<file path="src/hdl/text_readability_grade_top_macros.svh">
// assertion macros for the readability grade block
// used by trg_grade_unit and text_readability_grade_top, no other dependencies
`ifndef TEXT_READABILITY_GRADE_TOP_MACROS_SVH
`define TEXT_READABILITY_GRADE_TOP_MACROS_SVH
`ifndef SYNTH
// same-cycle implication
`define TRG_ASSERT_NOW(label, clk, rst_n, ante, cons) \
    label: assert property (@(posedge clk) disable iff (!rst_n) (ante) |-> (cons)) \
        else $error("assertion failed: same-cycle check");
// next-cycle implication
`define TRG_ASSERT_NEXT(label, clk, rst_n, ante, cons) \
    label: assert property (@(posedge clk) disable iff (!rst_n) (ante) |=> (cons)) \
        else $error("assertion failed: next-cycle check");
`else
`define TRG_ASSERT_NOW(label, clk, rst_n, ante, cons)
`define TRG_ASSERT_NEXT(label, clk, rst_n, ante, cons)
`endif
`endif

</file>
<file path="src/hdl/trg_pkg.sv">
// shared types and constants for the readability grade block
// no dependencies
`default_nettype none
package trg_pkg;

    localparam int KW = 12;
    localparam logic [KW-1:0] K_LET = 12'd588;
    localparam logic [KW-1:0] K_SEN = 12'd2960;
    localparam logic [KW-1:0] K_WRD = 12'd1580;
    localparam logic [KW-1:0] K_DEN = 12'd100;
    localparam logic [4:0] BAND_MAX = 5'd16;

    typedef struct packed {
        logic [7:0] char_code;
        logic       last_char;
    } trg_in_t;

    typedef struct packed {
        logic [4:0]  grade_band;
        logic [15:0] letter_total;
        logic [16:0] word_total;
        logic [15:0] sentence_total;
    } trg_out_t;

    typedef struct packed {
        logic start;
        logic out_free;
    } trg_ctl_t;

    typedef struct packed {
        logic busy;
        logic done;
    } trg_sts_t;

endpackage
`default_nettype wire

</file>
<file path="src/hdl/trg_grade_unit.sv">
// iterative grade calculator: shared constant multiplier and adder under a sequencer
// depends on trg_pkg and text_readability_grade_top_macros.svh
`default_nettype none
`include "text_readability_grade_top_macros.svh"
module trg_grade_unit #(
    parameter int CW = 16
) (
    input  wire logic              clk,
    input  wire logic              rst_n,
    input  wire trg_pkg::trg_ctl_t ctl,
    input  wire logic [CW-1:0]     letters,
    input  wire logic [CW-1:0]     sentences,
    input  wire logic [CW:0]       words,
    output trg_pkg::trg_sts_t      sts,
    output logic [4:0]             band
);
    import trg_pkg::*;

    localparam int AW = CW + 16;

    typedef enum logic [5:0] {
        S_IDLE = 6'b000001,
        S_LET  = 6'b000010,
        S_SEN  = 6'b000100,
        S_WRD  = 6'b001000,
        S_DEN  = 6'b010000,
        S_CMP  = 6'b100000
    } state_t;

    state_t                state_reg, state_next;
    logic signed [AW-1:0]  acc_reg, acc_next;
    logic signed [AW-1:0]  thr_reg, thr_next;
    logic signed [AW-1:0]  den2_reg, den2_next;
    logic [4:0]            band_reg, band_next;

    logic [CW:0]           mul_op;
    logic [KW-1:0]         mul_k;
    logic [CW+KW:0]        prod;
    logic signed [AW-1:0]  prod_s;
    logic signed [AW-1:0]  add_base;
    logic                  add_sub;
    logic signed [AW-1:0]  sum;
    logic signed [AW-1:0]  num2;
    logic                  hit;
    logic                  done_now;

    // operand selection for the shared unit
    always_comb
    begin
        unique case (state_reg)
            S_LET:
            begin
                mul_op   = {1'b0, letters};
                mul_k    = K_LET;
                add_base = '0;
                add_sub  = 1'b0;
            end
            S_SEN:
            begin
                mul_op   = {1'b0, sentences};
                mul_k    = K_SEN;
                add_base = acc_reg;
                add_sub  = 1'b1;
            end
            S_WRD:
            begin
                mul_op   = words;
                mul_k    = K_WRD;
                add_base = acc_reg;
                add_sub  = 1'b1;
            end
            S_CMP:
            begin
                mul_op   = words;
                mul_k    = '0;
                add_base = thr_reg;
                add_sub  = 1'b0;
            end
            default:
            begin
                mul_op   = words;
                mul_k    = K_DEN;
                add_base = '0;
                add_sub  = 1'b0;
            end
        endcase
    end

    assign prod   = mul_op * mul_k;
    assign prod_s = $signed({{(AW-CW-KW-1){1'b0}}, prod});
    // in the compare phase the adder steps the threshold by twice the denominator
    assign sum    = add_sub ? (add_base - prod_s)
                  : (state_reg == S_CMP) ? (add_base + den2_reg)
                  : (add_base + prod_s);
    assign num2   = {acc_reg[AW-2:0], 1'b0};
    assign hit    = (num2 >= thr_reg) && (band_reg < BAND_MAX);

    always_comb
    begin
        state_next = state_reg;
        acc_next   = acc_reg;
        thr_next   = thr_reg;
        den2_next  = den2_reg;
        band_next  = band_reg;
        done_now   = 1'b0;
        unique case (state_reg)
            S_IDLE:
            begin
                if (ctl.start)
                begin
                    state_next = S_LET;
                end
            end
            S_LET:
            begin
                acc_next   = sum;
                state_next = S_SEN;
            end
            S_SEN:
            begin
                acc_next   = sum;
                state_next = S_WRD;
            end
            S_WRD:
            begin
                acc_next   = sum;
                state_next = S_DEN;
            end
            S_DEN:
            begin
                // first threshold is half a grade: den, then 3*den, 5*den ...
                thr_next   = sum;
                den2_next  = {sum[AW-2:0], 1'b0};
                band_next  = '0;
                state_next = S_CMP;
            end
            S_CMP:
            begin
                if (hit)
                begin
                    band_next = band_reg + 5'd1;
                    thr_next  = sum;
                end
                else if (ctl.out_free)
                begin
                    done_now   = 1'b1;
                    state_next = S_IDLE;
                end
            end
            default:
            begin
                state_next = S_IDLE;
            end
        endcase
    end

    always_ff @(posedge clk or negedge rst_n)
    begin
        if (!rst_n)
        begin
            state_reg <= S_IDLE;
        end
        else
        begin
            state_reg <= state_next;
        end
    end

    always_ff @(posedge clk)
    begin
        acc_reg  <= acc_next;
        thr_reg  <= thr_next;
        den2_reg <= den2_next;
        band_reg <= band_next;
    end

    assign sts  = '{busy: (state_reg != S_IDLE), done: done_now};
    assign band = band_reg;

    `TRG_ASSERT_NOW(a_done_needs_room, clk, rst_n, sts.done, ctl.out_free)
    `TRG_ASSERT_NOW(a_start_when_idle, clk, rst_n, ctl.start, state_reg == S_IDLE)
    `TRG_ASSERT_NEXT(a_idle_after_done, clk, rst_n, sts.done, state_reg == S_IDLE)
    `TRG_ASSERT_NOW(a_band_in_range, clk, rst_n, state_reg == S_CMP, band_reg <= BAND_MAX)

endmodule
`default_nettype wire

</file>
<file path="src/hdl/text_readability_grade_top.sv">
// top level of the readability grade block: byte classifier, counters, result register
// depends on trg_pkg, trg_grade_unit and text_readability_grade_top_macros.svh
`default_nettype none
`include "text_readability_grade_top_macros.svh"
// Coleman-Liau readability grade. Text arrives one byte per request on the
// input channel, with last_char set on the final byte. Ordinary bytes are
// taken one per cycle while the grade unit is idle, and only update the
// saturating letter, space and sentence-mark counters. The final byte is
// counted; the grade unit then finds the index: three multiply-accumulate
// steps build the numerator, one builds the denominator, then one threshold
// compare per grade band (up to 16) on the shared adder. in_ready is low
// for that time. The result sits in an output register, so bytes of the
// next text are taken while it waits; a second final byte holds off its
// completion until the first result has gone. Counts are cleared once the
// result is loaded. Exact halves round away from zero, and bands clamp to
// 0 (before grade 1) and 16 (16+).
module text_readability_grade_top #(
    parameter int COUNT_MAX = 65535
) (
    input  wire logic             clk,
    input  wire logic             rst_n,
    input  wire logic             in_valid,
    output logic                  in_ready,
    input  wire trg_pkg::trg_in_t in_data,
    output logic                  out_valid,
    input  wire logic             out_ready,
    output trg_pkg::trg_out_t     out_data
);
    import trg_pkg::*;

    localparam int CW = $clog2(COUNT_MAX + 1);
    localparam int EW = (CW > 17) ? CW : 17;
    localparam logic [CW-1:0] CNT_TOP = CW'(COUNT_MAX);

    localparam logic [7:0] CH_SPACE = 8'h20;
    localparam logic [7:0] CH_DOT   = 8'h2E;
    localparam logic [7:0] CH_BANG  = 8'h21;
    localparam logic [7:0] CH_QUERY = 8'h3F;
    localparam logic [7:0] CH_UP_A  = 8'h41;
    localparam logic [7:0] CH_UP_Z  = 8'h5A;
    localparam logic [7:0] CH_LO_A  = 8'h61;
    localparam logic [7:0] CH_LO_Z  = 8'h7A;

    logic [CW-1:0] letter_reg, letter_next;
    logic [CW-1:0] space_reg, space_next;
    logic [CW-1:0] sent_reg, sent_next;
    logic          out_valid_reg, out_valid_next;
    trg_out_t      out_data_reg, out_data_next;

    logic          in_fire;
    logic          is_letter, is_space, is_sent;
    logic [CW:0]   words;
    logic [EW-1:0] letter_ext, words_ext, sent_ext;
    logic [4:0]    band;
    trg_ctl_t      ctl;
    trg_sts_t      sts;

    // byte classes
    assign is_letter = ((in_data.char_code >= CH_UP_A) && (in_data.char_code <= CH_UP_Z))
                    || ((in_data.char_code >= CH_LO_A) && (in_data.char_code <= CH_LO_Z));
    assign is_space  = (in_data.char_code == CH_SPACE);
    assign is_sent   = (in_data.char_code == CH_DOT) || (in_data.char_code == CH_BANG)
                    || (in_data.char_code == CH_QUERY);

    // requests are refused only while the grade unit runs
    assign in_ready = !sts.busy;
    assign in_fire  = in_valid && in_ready;

    assign ctl.start    = in_fire && in_data.last_char;
    assign ctl.out_free = !out_valid_reg || out_ready;

    assign words = {1'b0, space_reg} + {{CW{1'b0}}, 1'b1};

    // widen before masking to the fixed output field widths
    assign letter_ext = EW'(letter_reg);
    assign words_ext  = EW'(words);
    assign sent_ext   = EW'(sent_reg);

    always_comb
    begin
        letter_next    = letter_reg;
        space_next     = space_reg;
        sent_next      = sent_reg;
        out_valid_next = out_valid_reg;
        out_data_next  = out_data_reg;

        if (out_valid_reg && out_ready)
        begin
            out_valid_next = 1'b0;
        end

        // saturating counters
        if (in_fire)
        begin
            if (is_letter && (letter_reg != CNT_TOP))
            begin
                letter_next = letter_reg + {{(CW-1){1'b0}}, 1'b1};
            end
            if (is_space && (space_reg != CNT_TOP))
            begin
                space_next = space_reg + {{(CW-1){1'b0}}, 1'b1};
            end
            if (is_sent && (sent_reg != CNT_TOP))
            begin
                sent_next = sent_reg + {{(CW-1){1'b0}}, 1'b1};
            end
        end

        // load the result and start the next text from clear counts
        if (sts.done)
        begin
            out_valid_next               = 1'b1;
            out_data_next.grade_band     = band;
            out_data_next.letter_total   = letter_ext[15:0];
            out_data_next.word_total     = words_ext[16:0];
            out_data_next.sentence_total = sent_ext[15:0];
            letter_next                  = '0;
            space_next                   = '0;
            sent_next                    = '0;
        end
    end

    always_ff @(posedge clk or negedge rst_n)
    begin
        if (!rst_n)
        begin
            letter_reg    <= '0;
            space_reg     <= '0;
            sent_reg      <= '0;
            out_valid_reg <= 1'b0;
        end
        else
        begin
            letter_reg    <= letter_next;
            space_reg     <= space_next;
            sent_reg      <= sent_next;
            out_valid_reg <= out_valid_next;
        end
    end

    always_ff @(posedge clk)
    begin
        out_data_reg <= out_data_next;
    end

    trg_grade_unit #(
        .CW (CW)
    ) u_grade (
        .clk       (clk),
        .rst_n     (rst_n),
        .ctl       (ctl),
        .letters   (letter_reg),
        .sentences (sent_reg),
        .words     (words),
        .sts       (sts),
        .band      (band)
    );

    assign out_valid = out_valid_reg;
    assign out_data  = out_data_reg;

    `TRG_ASSERT_NOW(a_no_request_while_busy, clk, rst_n, sts.busy, !in_ready)
    `TRG_ASSERT_NEXT(a_counts_cleared, clk, rst_n, sts.done, (letter_reg == '0) && (sent_reg == '0))
    `TRG_ASSERT_NEXT(a_result_held, clk, rst_n, out_valid && !out_ready, out_valid)

endmodule
`default_nettype wire

</file>
<file path="config.mk">
export PLATFORM = sky130hd
export DESIGN_NAME = text_readability_grade_top
export DESIGN_NICKNAME = d
export VERILOG_FILES = /design/src/hdl/trg_pkg.sv /design/src/hdl/trg_grade_unit.sv /design/src/hdl/text_readability_grade_top.sv
export VERILOG_INCLUDE_DIRS = /design/src /design/src/hdl
export SDC_FILE = /design/constraint.sdc
export NUM_CORES = 1
export LEC_CHECK = 0
export ABC_AREA = 0
export BUFFER_PORTS_ARGS = -buffer_cell sky130_fd_sc_hd__buf_2
export CAP_MARGIN = 15
export CORE_MARGIN = 2
export CORE_UTILIZATION = 45
export DETAILED_ROUTE_END_ITERATION = 6
export GPL_TIMING_DRIVEN = 0
export MAX_ROUTING_LAYER = met4
export SYNTH_ARGS = -nofsm -noshare
export SYNTH_HDL_FRONTEND = slang
export SYNTH_SLANG_ARGS = --single-unit
</file>
<file path="constraint.sdc">
create_clock -name clk -period 23.8 [get_ports clk]
set_input_delay 1.19 -clock clk [delete_from_list [all_inputs] [get_ports clk]]
set_output_delay 1.19 -clock clk [all_outputs]
set_load 0.01 [all_outputs]
</file>
==> reports/metrics.json, run 1 <==
{
  "run_status": "complete, no violations",
  "vias_per_cell": 5.69,
  "grt_first_pass_wirelength_um": 84600,
  "worstReg2RegEnd": "u_grade.acc_reg[29]",
  "wire_per_inst_um": 20.8,
  "crit_path_start_kind": "flop",
  "finalHoldViolations": 0,
  "finalMaxSlewViolations": 0,
  "power_w": 0.000845,
  "netlist.area_leader.share_pct": 24.5,
  "layout_worst_path_cycle_share_pct": 49.0,
  "floorplan.die_area_um2": 43500,
  "power.net_switching_w": 0.000210,
  "dr_total_vias": 15000,
  "critPathMaxStageDelay_ps": 1000,
  "p_comb_share_pct": 7.7,
  "placed_cells_incl_taps": 2591,
  "ys_dominant_reg_cell": "sky130_fd_sc_hd__edfxtp_1",
  "period_needed_ps": 11660,
  "nets": 2415,
  "layout-area-overhead-vs-synth_pct": 10.0,
  "via_count_of_the_first_global_routing_pass": 14400,
  "maximum_net_fanout_on_the_critical_path": 10,
  "worst_path_max_delay_cell": "sky130_fd_sc_hd__nor2_1",
  "share_of_async_settable_or_async_resettable_flops_after_synthesis_pct": 26.3,
  "clock_net_sink_count": 209,
  "rows": 74,
  "finalSetupTns_ps": 0,
  "switching_power_as_a_share_of_total_power_pct": 24.8,
  "required_time_of_the_critical_path_ps": 24060,
  "ctsRootBufferMaster": "sky130_fd_sc_hd__clkbuf_16",
  "synth.cells.most_frequent": "sky130_fd_sc_hd__inv_1 (270), sky130_fd_sc_hd__ha_1 (194), sky130_fd_sc_hd__nor2_1 (161)",
  "cts_setup_buffers": 0,
  "hold_path.class": "reg2reg",
  "p_leak_nw": 9.71,
  "fin_util_pct": 50.4,
  "cts_inserted_buffers": 25,
  "power.density_cell_area_nw_per_um2": 40.8,
  "groute.usage.overall_pct": 26.0,
  "fp.dieH_um": 209,
  "drc": 0,
  "die_boundary_width_um": 209,
  "synth_edf_count": 154,
  "gr-total-overflow": 0,
  "r2r_start": "u_grade.state_reg[0]",
  "unrepaired_setup_endpoints_after_global_routing": "no",
  "coreArea_um2": 41100,
  "worstSetupPathType": "reg2reg",
  "clock_tree.htree_level_count": 1,
  "min_delay_worst_endpoint": "out_data[39]",
  "finish.cell_count_without_fillers": 2638,
  "critical_path_arrival_ps": 11930,
  "grt_start_max_net_pins": 64,
  "gp_congestion": 0.923,
  "internal_power_w": 0.000635,
  "crit_top_cell": "sky130_fd_sc_hd__fa_1",
  "worst_r2r_path_depth": 31,
  "synth_seq_area_share_pct": 31.9,
  "synthesized_area_per_cell_um2": 9.50,
  "max-slew-margin-rel_pct": 19.1,
  "cts.repair.resized": 0,
  "clk_transition_reported_paths_ps": 60,
  "fmax_mhz": 85.7,
  "pin_slew_with_the_least_headroom_to_its_limit_ps": 1210,
  "clock_skew_ps": 20.3,
  "r2r_setup_slack_ps": 12140,
  "drt-initial-drc-count": 1301,
  "placement.cell_area_um2": 19900,
  "flip_flop_count_of_the_largest_register_all_copies_and_words_added": 54,
  "antenna_cells_inserted": 0,
  "drt-total-wl_um": 54900,
  "tritoncts": "done",
  "yosysWarningCount": 0,
  "drt_pre_antenna_iters": 7,
  "clock_latency_ps": 560,
  "crit_start": "u_grade.state_reg[0]",
  "grt_antenna_before_repair": 0,
  "netlist_top_cells_area": "sky130_fd_sc_hd__edfxtp_1 (25%), sky130_fd_sc_hd__ha_1 (13%), sky130_fd_sc_hd__fa_1 (13%)",
  "synthMostInstantiatedCell": "sky130_fd_sc_hd__inv_1",
  "number_of_library_cell_types_mapped_by_synthesis": 80,
  "start_util_pct": 45.8,
  "setup-violations-final": 0,
  "synth_largest_area_cell": "sky130_fd_sc_hd__edfxtp_1",
  "hold_depth": 0,
  "holdCritStartpoint": "letter_reg[6]",
  "ant_nets": 0,
  "dp_hpwl_um": 42900,
  "power_frac_clock_pct": 44.3,
  "synth_seq_cells": 209,
  "max-vdd-ir-drop_mv": 0.0628,
  "max_capacitance_violation_count": 0,
  "setup.worst_path.end_class": "flop",
  "ios": 69,
  "clock_tree.buffer_depth": 3,
  "syn_inst": 1984,
  "power_frac_seq_pct": 48.0,
  "post-route-cell-area_um2": 20700,
  "cts_hold_buffers": 0,
  "syn-cell-area_um2": 18800,
  "post_route_cells_drive_above_1_share_pct": 7.36,
  "place.port_buffers": 68
}
-- worst max path at each step --
stage,depth (start not counted),slack [ps],endpoint
final,31,12140,u_grade.acc_reg[29]
after global routing,31,11640,u_grade.thr_reg[29]
after CTS,33,12180,u_grade.acc_reg[29]
after detailed placement,33,12220,u_grade.thr_reg[29]
after global placement,33,11040,u_grade.acc_reg[29]
after floorplan,34,14600,u_grade.acc_reg[26]
-- area by class of cell --
| class | count | area (µm²) |
|---|---|---|
| fillers | 3962 | 20400 |
| multi-input cells | 1445 | 11600 |
| flip-flops and latches | 209 | 6000 |
| inverters | 270 | 1010 |
| clock buffers | 35 | 693 |
| well taps | 532 | 666 |
| repair buffers | 74 | 422 |
| plain buffers | 62 | 255 |
| clock inverters | 11 | 95.1 |
-- per-stage QoR --
stage	setup slack (ps)	hold slack, ps
after global placement	11040	433
after detailed placement	12220	449
final	12140	454
after floorplan	14600	423
after CTS	12180	458
after global routing	11640	470
-- worst max-delay path: cells and delay by family, from the launching register on --
| family | cells | cell delay (ps) |
|---|---|---|
| compound gates | 8 | 2430 |
| xor+xnor | 1 | 210 |
| fa+ha+maj | 7 | 3260 |
| buf+inv | 5 | 1520 |
| flops | 1 | 530 |
| simple gates | 10 | 3390 |
-- layout by cell type (no fill, tap or decap), drive strengths merged, types with 6 or more instances in the layout --
cell and n:
nand4 18, edfxtp 154, a221o 15, xnor2 65, or3 8, clkinv 7
or2 16, clkbuf 85, o221ai 7, a211oi 15, a21oi 125, o211ai 12
and2 35, o21ai 92, o21bai 12, a31oi 10, and3 17, a21o 47
nor2 162, nand2b 15, nor4 8, xor2 51, buf 86, nand3 37
nand2 159, dfrtp 54, o21a 14, nor3 31, a221oi 14, o22ai 31
mux2i 6, nor2b 19, a21boi 8, fa 121, and4 6, a22oi 16
ha 194, inv 272
-- cells by family after synthesis --
kind of cell	share of synthesized area [%]
adder cells (fa/ha/maj)	25.7
buffers and inverters	6.71
XOR/XNOR	5.39
AND/OR/NAND/NOR	13.7
other	0.0399
AO/OA/AOI/OAI	16.3
flip-flops	31.9
multiplexers	0.319
-- metal layers --
metal / up-vias / wire, µm / track usage (%)
li1: 7103 / - / -
met4: 0 / 847 / 4.48
met5: - / 0 / -
met3: 56 / 3460 / 2.96
met1: 7374 / 25600 / 36.8
met2: 471 / 25100 / 40.8
-- power groups by stage --
stage / Sequential, W / Combinational (W) / Clock [W]
3_3_place_gp: 0.000413 / 0.0000625 / 0
6_report: 0.000405 / 0.0000651 / 0.000374
3_5_place_dp: 0.000413 / 0.0000644 / 0
4_1_cts: 0.000405 / 0.0000650 / 0.000384
5_1_grt: 0.000406 / 0.0000726 / 0.000396
2_1_floorplan: 0.000410 / 0.0000439 / 0
Note: power is estimated with default switching activity, not from simulation.
==> inputs of run 2 (changes only) <==
Clock period 23.8 ns to 11.95 ns, I/O delays scaled along.
==> run 2 against run 1 <==
  * Non-clock buffer count is the same
  * Register-to-register slack lost 12000 ps
  * Clock-buffer cell count is the same
  * Utilization grew 0.064 points
  * Clock power grew 99%
  * Sequential share of layout area is essentially flat
  * Maximum frequency grew 2.0%
  * Flip-flop and latch count is the same
  * Largest power group unchanged
  * Worst hold slack lost 360 ps
  * Global-route usage is the same
==> reports/metrics.json, run 2 (synthesis results as in run 1) <==
{
  "run_status": "complete, no violations",
  "tritoncts": "done",
  "placed_cells_incl_taps": {"value": 2591, "change": "unchanged"},
  "layout-area-overhead-vs-synth_pct": 10.2,
  "via_count_of_the_first_global_routing_pass": {"value": 14400, "change": "unchanged"},
  "flip_flop_count_of_the_largest_register_all_copies_and_words_added": {"value": 54, "change": "unchanged"},
  "rows": {"value": 74, "change": "unchanged"},
  "unrepaired_setup_endpoints_after_global_routing": "no",
  "maximum_net_fanout_on_the_critical_path": {"value": 10, "change": "unchanged"},
  "coreArea": {"value": 41100, "unit": "µm²", "change": "unchanged"},
  "post_route_cells_drive_above_1_share": {"value": 7.60, "unit": "%", "change": "+0.24 points"},
  "r2r_start": "u_grade.state_reg[2]",
  "dp_hpwl": {"value": 42900, "unit": "µm", "change": "unchanged"},
  "floorplan.die_area": {"value": 43500, "unit": "µm²", "change": "unchanged"},
  "max-vdd-ir-drop": {"value": 0.125, "unit": "mV", "change": "+99%"},
  "clock_tree.buffer_depth": {"value": 3, "change": "unchanged"},
  "critical_path_arrival": {"value": 11690, "unit": "ps", "change": "-240 ps"},
  "grt_first_pass_wirelength": {"value": 84600, "unit": "µm", "change": "unchanged"},
  "worst_r2r_path_depth": {"value": 34, "change": "+9.7%"},
  "layout.cells.most_common_list": "sky130_fd_sc_hd__inv_1 (270), sky130_fd_sc_hd__ha_1 (194), sky130_fd_sc_hd__nor2_1 (160)",
  "layout_worst_path_cycle_share": {"value": 95.7, "unit": "%", "change": "+47 points"},
  "internal_power": {"value": 0.00127, "unit": "W", "change": "+99%"},
  "power_frac_clock": {"value": 44.3, "unit": "%", "change": "about the same"},
  "drt_pre_antenna_iters": {"value": 6, "change": "-1"},
  "nets": {"value": 2415, "change": "unchanged"},
  "worstSetupPathType": "reg2reg",
  "finalMaxSlewViolations": {"value": 0, "change": "unchanged"},
  "ant_nets": {"value": 0, "change": "unchanged"},
  "clk_transition_reported_paths": {"value": 70, "unit": "ps", "change": "about the same"},
  "ctsRootBufferMaster": "sky130_fd_sc_hd__clkbuf_16",
  "dr_total_vias": {"value": 15000, "change": "+0.027%"},
  "antenna_cells_inserted": {"value": 0, "change": "unchanged"},
  "fp.dieH": {"value": 209, "unit": "µm", "change": "unchanged"},
  "fmax": {"value": 87.5, "unit": "MHz", "change": "+2.0%"},
  "place.port_buffers": {"value": 68, "change": "unchanged"},
  "gp_congestion": {"value": 0.923, "change": "unchanged"},
  "groute.usage.overall": {"value": 26.0, "unit": "%", "change": "unchanged"},
  "max_capacitance_violation_count": {"value": 0, "change": "unchanged"},
  "r2r_setup_slack": {"value": 520, "unit": "ps", "change": "-11620 ps"},
  "worstReg2RegEnd": "u_grade.acc_reg[29]",
  "finish.cell_count_without_fillers": {"value": 2638, "change": "unchanged"},
  "dp_slack": {"value": 370, "unit": "ps", "change": "-11850 ps"},
  "die_boundary_width": {"value": 209, "unit": "µm", "change": "unchanged"},
  "cts_hold_buffers": {"value": 0, "change": "unchanged"},
  "power": {"value": 0.00168, "unit": "W", "change": "+99%"},
  "max-slew-margin-rel": {"value": 22.8, "unit": "%", "change": "+3.7 points"},
  "start_util": {"value": 45.8, "unit": "%", "change": "unchanged"},
  "pin_slew_with_the_least_headroom_to_its_limit": {"value": 1160, "unit": "ps", "change": "-50.5 ps"},
  "grt_start_max_net_pins": {"value": 64, "change": "unchanged"},
  "finalSetupTns": {"value": 0, "unit": "ps", "change": "unchanged"},
  "drc": {"value": 0, "change": "unchanged"},
  "wire_per_inst": {"value": 20.8, "unit": "µm", "change": "about the same"},
  "vias_per_cell": {"value": 5.69, "change": "about the same"},
  "finalHoldViolations": {"value": 0, "change": "unchanged"},
  "layout_commonest_cell": "sky130_fd_sc_hd__inv_1",
  "grt_antenna_before_repair": {"value": 0, "change": "unchanged"},
  "required_time_of_the_critical_path": {"value": 12210, "unit": "ps", "change": "-11850 ps"},
  "period_needed": {"value": 11430, "unit": "ps", "change": "-229 ps"},
  "setup.worst_path.end_class": "flop",
  "worst_path_max_delay_cell": "sky130_fd_sc_hd__nor2_1",
  "drt-total-wl": {"value": 55000, "unit": "µm", "change": "about the same"},
  "setup-violations-final": {"value": 0, "change": "unchanged"},
  "clock_latency": {"value": 560, "unit": "ps", "change": "about the same"},
  "p_leak": {"value": 9.73, "unit": "nW", "change": "+0.16%"},
  "power.net_switching": {"value": 0.000418, "unit": "W", "change": "+99%"},
  "hold_path.class": "in2async",
  "critPathMaxStageDelay": {"value": 730, "unit": "ps", "change": "-270 ps"},
  "cts_inserted_buffers": {"value": 25, "change": "unchanged"},
  "ios": {"value": 69, "change": "unchanged"},
  "power.density_cell_area": {"value": 81.1, "unit": "nW/µm²", "change": "+99%"},
  "drt-initial-drc-count": {"value": 1235, "change": "-5.1%"},
  "clock_tree.htree_level_count": {"value": 1, "change": "unchanged"},
  "power_frac_seq": {"value": 48.0, "unit": "%", "change": "about the same"},
  "clock_skew": {"value": 19.8, "unit": "ps", "change": "-0.518 ps"},
  "gr-total-overflow": {"value": 0, "change": "unchanged"},
  "clock_net_sink_count": {"value": 209, "change": "unchanged"},
  "crit_top_cell": "sky130_fd_sc_hd__fa_1",
  "finalWorstSetupSlack": {"value": 515, "unit": "ps", "change": "-11620 ps"},
  "crit_path_start_kind": "flop",
  "switching_power_as_a_share_of_total_power": {"value": 24.8, "unit": "%", "change": "about the same"},
  "p_comb_share": {"value": 7.7, "unit": "%", "change": "about the same"}
}
==> run 2: per-stage QoR <==
stage | hold WS [ps] | utilization, % | area, µm²
after detailed placement | 449 | 48.5 | 19900
after CTS | 97.7 | 50.4 | 20700
after global routing | 140 | 50.5 | 20800
after floorplan | 302 | - | 18800
final | 92.8 | 50.5 | 20800
after global placement | 433 | 48.3 | 19900
==> run 2: layer usage <==
layer | routed length (µm) | GRT usage, %
met5 | 0 | -
met4 | 835 | 4.48
met3 | 3380 | 2.96
met2 | 25000 | 40.8
met1 | 25700 | 36.8
==> run 2: final cells by class <==
| cell class | count | area [µm²] |
|---|---|---|
| plain buffers | 62 | 262 |
| clock inverters | 11 | 95.1 |
| well taps | 532 | 666 |
| fillers | 3961 | 20300 |
| repair buffers | 74 | 422 |
| multi-input cells | 1445 | 11600 |
| inverters | 270 | 1010 |
| flip-flops and latches | 209 | 6000 |
| clock buffers | 35 | 693 |
==> run 2: worst max path at each step <==
stage	slack, ps	to	startpoint	depth (start not counted)
final	520	u_grade.acc_reg[29]	u_grade.state_reg[2]	34
after global routing	70	u_grade.thr_reg[29]	u_grade.state_reg[2]	34
after CTS	330	u_grade.acc_reg[29]	u_grade.state_reg[0]	33
after detailed placement	370	u_grade.thr_reg[29]	u_grade.state_reg[0]	33
after global placement	-810	u_grade.thr_reg[29]	u_grade.state_reg[5]	33
after floorplan	2750	u_grade.acc_reg[26]	u_grade.state_reg[5]	34
==> run 2: power groups by stage <==
stage               clock network, W  logic (W)  registers [W]
floorplan                          0  0.0000875       0.000817
global placement                   0   0.000125       0.000823
detailed placement                 0   0.000128       0.000822
CTS                         0.000766   0.000129       0.000807
global route                0.000790   0.000145       0.000809
finish                      0.000745   0.000130       0.000808
==> run 2: critical path: cells and delay by family (launching register included) <==
kind,cells,cell delay (ps)
AO/OA/AOI/OAI,10,3270
XOR/XNOR,1,80
adder cells (fa/ha/maj),7,3210
buffers and inverters,7,1490
flip-flops,1,420
AND/OR/NAND/NOR,9,2680
==> run 2: what timing repair did <==
| action | CTS | global route |
|---|---|---|
| endpoints found under the setup margin | 0 | 3 |
| resized for setup | 0 | 7 |
| setup buffers | 0 | 0 |
